===== src/rtl/core/midi_voice_allocator_macros.svh =====
// ---------------------------------------------------------------------------
// midi voice allocator assertion macros
// concurrent assertion wrappers, compiled out when ASSERT_OFF is set
// ---------------------------------------------------------------------------
`ifndef MIDI_VOICE_ALLOCATOR_MACROS_SVH
`define MIDI_VOICE_ALLOCATOR_MACROS_SVH
`ifndef ASSERT_OFF
// checked on every edge out of reset
`define MVA_ASSERT(lbl, prop, msg) \
  lbl: assert property (@(posedge clk_i) disable iff (!rst_ni) prop) else $error(msg);
// checked on every edge, reset included
`define MVA_ASSERT_ALWAYS(lbl, prop, msg) \
  lbl: assert property (@(posedge clk_i) prop) else $error(msg);
`else
`define MVA_ASSERT(lbl, prop, msg)
`define MVA_ASSERT_ALWAYS(lbl, prop, msg)
`endif
`endif


===== src/rtl/core/mva_pkg.sv =====
// ---------------------------------------------------------------------------
// midi voice allocator package
// item types, chain token and update types, codes and the semitone table
// ---------------------------------------------------------------------------
package mva_pkg;

  // voice index width covering the largest supported voice count
  localparam int unsigned IDX_W = 6;

  // command codes
  localparam logic [1:0] CMD_NOTE_OFF = 2'd0;
  localparam logic [1:0] CMD_NOTE_ON  = 2'd1;

  // action codes
  localparam logic [1:0] ACT_NONE    = 2'd0;
  localparam logic [1:0] ACT_TRIGGER = 2'd1;
  localparam logic [1:0] ACT_RELEASE = 2'd2;

  // lowest note of the frequency table (a0)
  localparam logic [6:0] A0_NOTE = 7'd21;

  // round(27.5 * 2^(k/12) * 2^16) for one octave
  localparam logic [21:0] SEMITONE_Q16 [12] = '{
    22'd1802240, 22'd1909407, 22'd2022946, 22'd2143237,
    22'd2270680, 22'd2405702, 22'd2548752, 22'd2700309,
    22'd2860878, 22'd3030994, 22'd3211227, 22'd3402176
  };

  typedef struct packed {
    logic [1:0] command;
    logic [6:0] note;
    logic [6:0] velocity;
  } in_item_t;

  typedef struct packed {
    logic [1:0]  action;
    logic [3:0]  voice;
    logic [23:0] frequency;
    logic [6:0]  gain;
  } out_item_t;

  // search token handed from cell to cell
  typedef struct packed {
    logic             valid;
    logic [6:0]       note;
    logic             found;
    logic [IDX_W-1:0] match_idx;
    logic             has_free;
    logic [IDX_W-1:0] free_idx;
  } tok_t;

  // state write broadcast to all cells
  typedef struct packed {
    logic             valid;
    logic [IDX_W-1:0] idx;
    logic             busy;
    logic [6:0]       note;
  } upd_t;

endpackage


===== src/rtl/core/mva_cell.sv =====
// ---------------------------------------------------------------------------
// midi voice allocator voice cell
// holds one voice's busy mark and note, updates the passing search token
// ---------------------------------------------------------------------------
module mva_cell #(
  parameter int unsigned INDEX = 0
) (
  input  logic          clk_i,
  input  logic          rst_ni,
  input  mva_pkg::tok_t tok_i,
  output mva_pkg::tok_t tok_o,
  input  mva_pkg::upd_t upd_i
);
  import mva_pkg::*;

  localparam logic [IDX_W-1:0] MY_IDX = IDX_W'(INDEX);

  logic       busy_q;
  logic [6:0] note_q;
  tok_t       tok_d, tok_q;

  // first busy match wins, else remember the lowest free voice
  always_comb begin
    tok_d = tok_i;
    if (tok_i.valid && !tok_i.found) begin
      if (!busy_q) begin
        if (!tok_i.has_free) begin
          tok_d.has_free = 1'b1;
          tok_d.free_idx = MY_IDX;
        end
      end else if (note_q == tok_i.note) begin
        tok_d.found     = 1'b1;
        tok_d.match_idx = MY_IDX;
      end
    end
  end

  // token register towards the next cell
  always_ff @(posedge clk_i or negedge rst_ni) begin
    if (!rst_ni) begin
      tok_q <= '0;
    end else begin
      tok_q <= tok_d;
    end
  end

  // voice state
  always_ff @(posedge clk_i or negedge rst_ni) begin
    if (!rst_ni) begin
      busy_q <= 1'b0;
      note_q <= 7'd0;
    end else if (upd_i.valid && (upd_i.idx == MY_IDX)) begin
      busy_q <= upd_i.busy;
      note_q <= upd_i.note;
    end
  end

  assign tok_o = tok_q;

endmodule


===== src/rtl/core/mva_pitch.sv =====
// ---------------------------------------------------------------------------
// midi voice allocator pitch
// equal-tempered note frequency in unsigned q14.10
// ---------------------------------------------------------------------------
module mva_pitch (
  input  logic [6:0]  note_i,
  output logic [23:0] freq_o
);
  import mva_pkg::*;

  logic [6:0]  delta;
  logic [12:0] prod;
  logic [3:0]  octave;
  logic [6:0]  rem_full;
  logic [3:0]  semi;
  logic [29:0] shifted;
  logic [29:0] rounded;

  // distance from a0, clamped at zero
  assign delta = (note_i <= A0_NOTE) ? 7'd0 : (note_i - A0_NOTE);

  // divide by twelve via reciprocal 43/512, exact for the note range
  assign prod     = {6'd0, delta} * 13'd43;
  assign octave   = prod[12:9];
  assign rem_full = delta - (7'({3'd0, octave}) * 7'd12);
  assign semi     = rem_full[3:0];

  // scale by octave and round half up from q.16 to q.10
  always_comb begin
    shifted = 30'd0;
    if (semi < 4'd12) begin
      shifted = {8'd0, SEMITONE_Q16[semi]} << octave;
    end
  end

  assign rounded = shifted + 30'd32;
  assign freq_o  = rounded[29:6];

endmodule


===== src/rtl/core/midi_voice_allocator.sv =====
// ---------------------------------------------------------------------------
// midi voice allocator: each result passes the cell chain, then a pending register
// and the output register; input stalls while a scan runs or a result waits
// a search token walks the chain of voice cells, one cell per cycle
// reset (async, active low) frees every voice and clears all notes
// ---------------------------------------------------------------------------
`include "midi_voice_allocator_macros.svh"

module midi_voice_allocator #(
  parameter int unsigned VOICES = 16
) (
  input  logic                clk_i,
  input  logic                rst_ni,
  input  logic                in_valid_i,
  output logic                in_stall_o,
  input  mva_pkg::in_item_t   in_item_i,
  output logic                out_valid_o,
  input  logic                out_stall_i,
  output mva_pkg::out_item_t  out_item_o
);
  import mva_pkg::*;

  logic      accept;
  logic      scan_q;
  in_item_t  item_q;
  tok_t      tok [VOICES+1];
  tok_t      tok_end;
  upd_t      upd;
  logic      chosen_ok;
  logic [IDX_W-1:0] chosen_idx;
  logic [23:0] freq;
  out_item_t res;
  out_item_t pend_q, out_q;
  logic      pend_valid_q, out_valid_q;
  logic      out_free;

  // input handshake
  assign in_stall_o = scan_q | pend_valid_q;
  assign accept     = in_valid_i & ~in_stall_o;

  // token entering the chain
  always_comb begin
    tok[0]       = '0;
    tok[0].valid = accept;
    tok[0].note  = in_item_i.note;
  end

  // chain of voice cells
  for (genvar g = 0; g < VOICES; g++) begin : g_cell
    mva_cell #(
      .INDEX (g)
    ) u_cell (
      .clk_i  (clk_i),
      .rst_ni (rst_ni),
      .tok_i  (tok[g]),
      .tok_o  (tok[g+1]),
      .upd_i  (upd)
    );
  end

  assign tok_end = tok[VOICES];

  mva_pitch u_pitch (
    .note_i (item_q.note),
    .freq_o (freq)
  );

  // decision once the token leaves the last cell
  assign chosen_ok  = tok_end.found | tok_end.has_free;
  assign chosen_idx = tok_end.found ? tok_end.match_idx : tok_end.free_idx;

  always_comb begin
    res = '0;
    if (chosen_ok && ((item_q.command == CMD_NOTE_OFF) || (item_q.command == CMD_NOTE_ON))) begin
      res.voice = chosen_idx[3:0];
      if ((item_q.command == CMD_NOTE_ON) && (item_q.velocity != 7'd0)) begin
        res.action    = ACT_TRIGGER;
        res.frequency = freq;
        res.gain      = item_q.velocity;
      end else begin
        res.action = ACT_RELEASE;
      end
    end
  end

  // state write back to the chosen cell
  always_comb begin
    upd       = '0;
    upd.valid = tok_end.valid && (res.action != ACT_NONE);
    upd.idx   = chosen_idx;
    upd.busy  = (res.action == ACT_TRIGGER);
    upd.note  = (res.action == ACT_TRIGGER) ? item_q.note : 7'd0;
  end

  // item capture and scan flag
  always_ff @(posedge clk_i or negedge rst_ni) begin
    if (!rst_ni) begin
      scan_q <= 1'b0;
    end else if (accept) begin
      scan_q <= 1'b1;
    end else if (tok_end.valid) begin
      scan_q <= 1'b0;
    end
  end

  always_ff @(posedge clk_i) begin
    if (accept) begin
      item_q <= in_item_i;
    end
  end

  // pending result and output register
  assign out_free = ~out_valid_q | ~out_stall_i;

  always_ff @(posedge clk_i or negedge rst_ni) begin
    if (!rst_ni) begin
      pend_valid_q <= 1'b0;
      out_valid_q  <= 1'b0;
    end else begin
      if (tok_end.valid) begin
        pend_valid_q <= 1'b1;
      end else if (pend_valid_q && out_free) begin
        pend_valid_q <= 1'b0;
      end
      if (out_free) begin
        out_valid_q <= pend_valid_q;
      end
    end
  end

  always_ff @(posedge clk_i) begin
    if (tok_end.valid) begin
      pend_q <= res;
    end
    if (out_free && pend_valid_q) begin
      out_q <= pend_q;
    end
  end

  assign out_valid_o = out_valid_q;
  assign out_item_o  = out_q;

  // checks
  `MVA_ASSERT(a_accept_starts_scan, accept |=> scan_q, "accepted item did not start a scan")
  `MVA_ASSERT_ALWAYS(a_scan_pend_excl, !(scan_q && pend_valid_q), "scan and pending overlap")
  `MVA_ASSERT(a_token_in_scan, tok_end.valid |-> scan_q, "token left chain outside a scan")
  `MVA_ASSERT(a_no_action_zero, out_valid_q && (out_q.action == ACT_NONE) |-> (out_q.voice == 4'd0) && (out_q.frequency == 24'd0), "no-action item has fields set")

endmodule


===== config.mk =====
export PLATFORM = sky130hd
export DESIGN_NAME = midi_voice_allocator
export DESIGN_NICKNAME = d
export VERILOG_FILES = /design/src/rtl/core/mva_pkg.sv /design/src/rtl/core/mva_cell.sv /design/src/rtl/core/mva_pitch.sv /design/src/rtl/core/midi_voice_allocator.sv
export VERILOG_INCLUDE_DIRS = /design/src /design/src/rtl/core
export SDC_FILE = /design/constraint.sdc
export NUM_CORES = 1
export LEC_CHECK = 0
export ABC_CLOCK_PERIOD_IN_PS = 9600
export BUFFER_PORTS_ARGS = -buffer_cell sky130_fd_sc_hd__clkbuf_2
export CAP_MARGIN = 20
export CORE_UTILIZATION = 62
export DETAILED_ROUTE_END_ITERATION = 7
export GPL_TIMING_DRIVEN = 0
export PLACE_DENSITY = 0.81
export SLEW_MARGIN = 20
export SYNTH_ARGS = -nofsm -noshare
export SYNTH_HDL_FRONTEND = slang
export SYNTH_SLANG_ARGS = --single-unit

===== constraint.sdc =====
create_clock -name clk_i -period 9.6 [get_ports clk_i]
set_input_delay 1.92 -clock clk_i [delete_from_list [all_inputs] [get_ports clk_i]]
set_output_delay 1.92 -clock clk_i [all_outputs]
set_load 0.005 [all_outputs]

Yosys cells after proc, flatten, opt, wreduce, memory -nomap -nowiden:

Memory sizes are Yosys's and may differ from the RTL's.
Index checks and enable logic that the tools add are counted.

* $add $sub $neg: 3
* multipliers: 2
* $lt $le $gt $ge: 3
* eq/ne operators: 33
* shift operators: 1
* muxes and demuxes: 92
* bitwise logic cells: 8
* reduce and logical (&&, ||, !) cells: 58

Operator list (count)
* $mux W7: 50
* $mux W14: 16
* $eq A7 B7 Y1: 16
* $mux W6: 16
* $eq A6 B4 Y1 const B: 8
* $mux W22: 2
* $mux W37: 1
* $logic_and A1 B1 Y1: 35
* $mux W31: 1
* $add A30 B6 Y30 const B: 1
* $mux W30: 1
* $shl A22 B4 Y30: 1
* $eq A6 B3 Y1 const B: 4
* $logic_not A1 Y1: 15
* $mul A7 B6 Y13 const B: 1
* $eq A6 B2 Y1 const B: 2
* $le A7 B5 Y1 const B: 1
* $reduce_bool A7 Y1: 1
* $sub A7 B5 Y7 const B: 1
* $eq A6 B1 Y1 const B: 1
* $logic_not A6 Y1: 1
* $reduce_bool A2 Y1: 3
* $ge A5 B5 Y1 const B: 1
* $not A4 Y5: 1
* other kinds (12): 20

* flip-flop bits (word level): 566
* ROM bits: 352
* bits of input ports: 20
* output and inout bits: 39
* logic and storage cells: 342
* memories kept: 1

Memory list
* (no name shown): depth 16, bits a word 22, read ports 1, clocked after memory_dff 0, write ports 0, RTL line mva_pitch.sv:32 `shifted = {8'd0, SEMITONE_Q16[semi]} << octave;`

Longest topological paths before layout:

* depth in word-level cells: 17
* mapped depth: 36
* gate-level depth less buffers: 31

Cells and area by module:

From an unflattened synthesis, not the netlist that was laid out.

* cells, all modules: 1743
* area, all modules: 23864.1 µm²

Modules (own cells, without submodules)
* mva_cell (g_cell[10].u_cell ...): times used 5, cells each 67, area an instance 1069.8 µm², seq. area each 750.7 µm²
* mva_cell (g_cell[11].u_cell ...): times used 4, cells each 67, area an instance 1063.5 µm², seq. area each 750.7 µm²
* mva_pitch: times used 1, cells each 506, area an instance 3422.0 µm², seq. area each 0.0 µm²
* midi_voice_allocator: times used 1, cells each 165, area an instance 3365.7 µm², seq. area each 2777.7 µm²
* mva_cell (g_cell[1].u_cell ...): times used 2, cells each 67, area an instance 1072.3 µm², seq. area each 750.7 µm²
* mva_cell (g_cell[4].u_cell ...): times used 2, cells each 67, area an instance 1067.3 µm², seq. area each 750.7 µm²
* mva_cell (g_cell[0].u_cell): times used 1, cells each 67, area an instance 1071.0 µm², seq. area each 750.7 µm²
* mva_cell (g_cell[15].u_cell): times used 1, cells each 67, area an instance 1062.3 µm², seq. area each 750.7 µm²
* mva_cell (g_cell[3].u_cell): times used 1, cells each 67, area an instance 1061.0 µm², seq. area each 750.7 µm²

Worst setup path before layout:

Ideal clock, no wire load.

* path kind: register to register
* start: register item_q[7] in the netlist's numbering
* end: register pend_q[16] in the netlist's numbering, data pin
* library setup time: 0.271 ns
* arrival time: 7.243 ns
* data required time: 9.329 ns
* slack: 2.086 ns
* cell stages (with the launch flop): 33
* path buffers: 4
* clock period less this slack: 7.514 ns
* path through: edfxtp_1 > inv_1 > ha_1 > inv_1 > a21oi_1 > o31ai_1 > ha_1 > fa_1 > inv_1 > fa_1 > inv_1 > ha_1 > o211ai_1 > o211ai_1 > nand4_4 > inv_2 > buf_2 > buf_1 > clkbuf_1 > ha_1 > clkbuf_1 > inv_1 > nor3_2 > o21ai_0 > a21boi_0 > mux4_2 > o221ai_1 > and2_1 > ha_1 > nand4_2 > nor4_4 > a31o_2 > a21oi_1

* word-level cells in the longest chain between the ends: 12
* elaborated cells on any way between the ends: 14
* those cells by class: 3 x add/sub; 2 x mul; 2 x order compare; 1 x shift; 4 x mux; 1 x bitwise; 1 x memory

Ends and longest elaborated chain
* start: declaration: RTL line midi_voice_allocator.sv:25 `in_item_t item_q;`
* start signal: assignment: RTL line midi_voice_allocator.sv:108 `item_q <= in_item_i;`
* $sub A7 B5 Y7 or $le A7 B5 Y1 (tied branches): RTL line mva_pitch.sv:20 `assign delta = (note_i <= A0_NOTE) ? 7'd0 : (note_i - A0_NOTE);`
* $mux W7 (*): RTL line mva_pitch.sv:20
* $mul A7 B6 Y13: RTL line mva_pitch.sv:23 `assign prod = {6'd0, delta} * 13'd43;`
* $mul A4 B2 Y2: RTL line mva_pitch.sv:25 `assign rem_full = delta - (7'({3'd0, octave}) * 7'd12);`
* $sub A4 B4 Y4: RTL line mva_pitch.sv:25
* $not A4 Y5 (implied by the code): RTL line mva_pitch.sv:32
* $mem_v2 Z16 W22
* $mux W22 (implied by the code) (2 in a row): RTL line mva_pitch.sv:32
* $shl A22 B4 Y30: RTL line mva_pitch.sv:32
* $mux W30 (*): RTL line mva_pitch.sv:31 `if (semi < 4'd12) begin`
* $add A30 B6 Y30 (*): RTL line mva_pitch.sv:36 `assign rounded = shifted + 30'd32;`
* end signal: assignment: RTL line midi_voice_allocator.sv:133 `pend_q <= res;`
* end: declaration: RTL line midi_voice_allocator.sv:33 `out_item_t pend_q, out_q;`

Every way passes the cells marked *; elsewhere a longest branch is shown, timed or not. The select of a mux whose other input is x is not followed.
A chain may end at the register's enable or synchronous reset.

Worst setup path after layout:

* start: register item_q[13] in the netlist's numbering
* end: register pend_q[18] in the netlist's numbering, data pin

Same word-level chain as after synthesis.

==> run summary <==
Setup violations remaining at the end of the flow were counted as 0. The critical path is of the register to register type. The prevailing post-synth register cell was sky130_fd_sc_hd__dfrtp_1.

For the sequential area share after synthesis, the log shows 61.8%. Clock-pin slew was measured on the worst setup and hold paths at 0.07 ns. The post-detailed-route via-to-cell ratio came out at 5.89.

The run gives 0.55 ns as the clock latency on the worst-skew pair. The logs give 12646 for the number of global-route vias before repair and 0 for the total overflow reported by the global router. The max-slew violation count was 0. The number of library cell types mapped by synthesis was 78. The run gives 0.96 ns as the flop-to-flop setup slack. For this design the ratio of total power to cell area is 178 mW/mm^2. The worst hold path passes through 0 cells. The logs give 0.0224 sq mm for the cell area after layout and 0.00722 sq mm for the area of combinational cells with multiple inputs.

Buffer depth of the longest clock path: 3. The number of nets in the synthesized netlist is 1584. The warning count from the yosys run is 0, and the fraction of layout instances using a drive strength above 1 is 20.7%. The most frequent standard cell in the layout excluding fill and tap cells is sky130_fd_sc_hd__dfrtp_1. The logs give 149 uV for the maximum vdd drop and 62.9% for the initial cell density of the core.

The startpoint identified for the worst hold timing path is g_cell[6].u_cell.tok_o[20]. The mapped netlist covers 0.0198 sq mm. The top cell types in the final layout, fill and taps aside, are sky130_fd_sc_hd__dfrtp_1, sky130_fd_sc_hd__mux2_2, sky130_fd_sc_hd__xor2_1.

The average cell area after synthesis works out to 13.1 sq um. Initial antenna violation count: 1. The logs give 10.4 nW for the total leakage power and 1694 for the number of nets in the layout. In the routed design, unresolved DRC markers number 0. The worst pin sits at a relative slew slack of 20.2%. TritonCTS built the clock tree. The gate count of the mapped netlist was 1519.

The tools report the antenna diode count as 0. The final weighted congestion of routability-driven global placement is 0.891. The clock period could shrink to 8.64 ns.

For hold timing, the worst endpoint is g_cell[7].u_cell.tok_o[20]. In this run, post-CTS hold repair placed 0 buffers. The type of element capturing the critical path was a register. The flip-flop and latch count after synthesis came out at 472. The logs give 59 for the number of placed I/O pins and 0 for the post-CTS resize count. The worst register-to-register path begins at item_q[13]. The H-tree was split into 2 levels.

The critical register-to-register path endpoint is pend_q[18]. Before antenna repair, the detailed router went through 6 iterations. Entering global routing, the biggest net connects 100 pins. The layout has 2104 filler cells.

For this block, the routed nets add up to 43800 microns of wire. The count of maximum capacitance violations came out at 0. The estimated wirelength of the detail-placed design came out at 30900 microns.

The area share of the largest cell type after synthesis came out at 48.2%. STA classifies the critical path startpoint as a register. For the number of core rows, the log shows 65. The logs give 0.0208 sq mm for the placed cell area and 3.97 mW for the total power. The flow ran to the end, and the final reports show no timing, DRC or antenna violations. The floorplan step set the die height to 181 microns. Compared with the post-synthesis result, the final layout area differs by 12.7%. The arrival time at the worst endpoint is 9.02 ns, and the clock sink count is 472. Summed over all failing endpoints, the final setup total negative slack is 0 ns. Timing would allow up to 0.116 GHz.

The die covers 0.0327 sq mm. Type of the worst min-delay path: register to register. The core region is 0.0316 sq mm. The count of nets left with antenna violations once routing finished came out at 0. The logs give 907 for the violation count after the first detailed-routing iteration and 0.0389 ns for the final worst clock skew. The die is 181 microns wide.

The count of buffers added on input and output ports is 58. Dividing the final minimum period by the clock period gives 90.1%. Setup repair after global routing left no endpoint under its margin. Post-CTS timing repair inserted 0 buffers for setup. The highest fanout seen on the critical path is 19. After synthesis, the share of flip-flops with an asynchronous set or reset is 80.9%.

The sequential cells in the finished layout cover a total of 0.0123 sq mm. Yosys mapped a number of flops with a built-in enable equal to 90. The slew of the pin with the lowest slew margin was 1.19 ns.

Across every metal layer, demand over resource in global routing totals 27.8%. Dividing the detail-routed wire length by the instance count gives 21.3 microns. The cell with the most instances on the worst path was sky130_fd_sc_hd__ha_1. Yosys attributes the largest share of cell area to sky130_fd_sc_hd__dfrtp_1, sky130_fd_sc_hd__edfxtp_1, sky130_fd_sc_hd__mux2_2.

The path depth of the worst reg2reg path was 31; the overall via count from detail_route was 12140. STA puts the critical path data required time at 9.97 ns. The final number of hold-violating endpoints was 0; the number of buffers created by CTS was 46. In this design, the stage delay of the slowest critical-path cell is 0.56 ns. The cell sitting at the root of the clock tree is a sky130_fd_sc_hd__clkbuf_16. Wire length of the first global-routing pass: 69400 microns. Critical-path cell with the highest stage delay: sky130_fd_sc_hd__edfxtp_1. The biggest area contributor in the post-synthesis netlist is sky130_fd_sc_hd__dfrtp_1.
==> cell families (layout without fill, tap and decap cells) <==
group,Yosys count,count (layout),share of synthesized area (%)
XOR/XNOR,128,128,5.87
adder cells (fa/ha/maj),45,45,3.07
buffers and inverters,93,234,1.92
flip-flops,472,472,61.8
AND/OR/NAND/NOR,419,419,11.3
AO/OA/AOI/OAI,207,207,7.21
multiplexers,155,155,8.79
==> how the worst max path moves through the flow <==
stage / from / end / slack, ns / cells past startpoint
floorplan: item_q[7] / pend_q[16] / 2.09 / 32
global placement: rst_ni / g_cell[1].u_cell.tok_o[0] / -1.11 / 1
detailed placement: item_q[7] / pend_q[18] / 0.27 / 31
CTS: item_q[7] / pend_q[18] / 0.24 / 31
global route: item_q[7] / pend_q[18] / 0.34 / 33
finish: item_q[13] / pend_q[18] / 0.96 / 31
==> area by class of cell <==
type / instances / share of cell area [%]
inverter: 46 / 0.772
clock buffer: 64 / 5.76
sequential: 472 / 54.9
buffer: 46 / 0.918
clock inverter: 15 / 1.22
multi-input combinational: 954 / 32.3
tap: 402 / 2.25
timing repair buffer: 63 / 1.92
==> critical path, delay by kind of cell, from the launching register on <==
kind | cells | cell delay [ns]
AO/OA/AOI/OAI | 6 | 1.29
adder cells (fa/ha/maj) | 6 | 1.92
buffers and inverters | 9 | 1.89
flip-flops | 1 | 0.56
multiplexers | 1 | 0.53
AND/OR/NAND/NOR | 9 | 2.29
==> power by group <==
part	leakage, nW	internal, mW	total (mW)	switching, mW
registers	5.69	2.06	2.08	0.0168
clock network	0.762	1.10	1.83	0.731
logic	3.97	0.0174	0.0598	0.0424
==> Yosys cell counts, types with 15 or more instances <==
master and instances:
sky130_fd_sc_hd__dfrtp_1 382, sky130_fd_sc_hd__mux2_2 133, sky130_fd_sc_hd__xor2_1 111, sky130_fd_sc_hd__edfxtp_1 90, sky130_fd_sc_hd__nor2_1 78, sky130_fd_sc_hd__nand2_1 59, sky130_fd_sc_hd__nand2b_1 59, sky130_fd_sc_hd__a21oi_1 46
sky130_fd_sc_hd__inv_1 41, sky130_fd_sc_hd__nand3_1 40, sky130_fd_sc_hd__ha_1 39, sky130_fd_sc_hd__nor3_1 38, sky130_fd_sc_hd__o21ai_0 37, sky130_fd_sc_hd__nor4_1 34, sky130_fd_sc_hd__or2_2 32, sky130_fd_sc_hd__clkbuf_1 26
sky130_fd_sc_hd__and2_1 22, sky130_fd_sc_hd__mux2i_1 20, sky130_fd_sc_hd__nor2b_1 20, sky130_fd_sc_hd__and3_1 15, sky130_fd_sc_hd__o21bai_1 15
==> sequential cells by signal (all words and copies together) (netlist names) <==
name                  cells
g_cell.u_cell.busy_q     16
g_cell.u_cell.note_q    112
g_cell.u_cell.tok_o     251
item_q                   16
out_item_o               37
out_valid_o               1
pend_q                   37
pend_valid_q              1
scan_q                    1
==> through the flow <==
stage               hold slack (ns)  cells  setup slack, ns  util, %
floorplan                     0.355   1519             2.09        -
global placement              0.358   1979            -1.11     65.4
detailed placement            0.362   1984            0.270     65.9
CTS                           0.368   2063            0.245     70.8
global route                  0.375   2062            0.340     70.8
finish                        0.365   2062            0.955     70.8
==> metal layers <==
layer	track usage, %	share of wire, %	vias to the layer above
met5	0	0.030	-
li1	-	-	5577
met4	6.50	1.7	2
met2	46.9	50	352
met1	37.9	43	6145
met3	4.62	5.7	64
No activity file was read; power rests on OpenSTA's default activity.
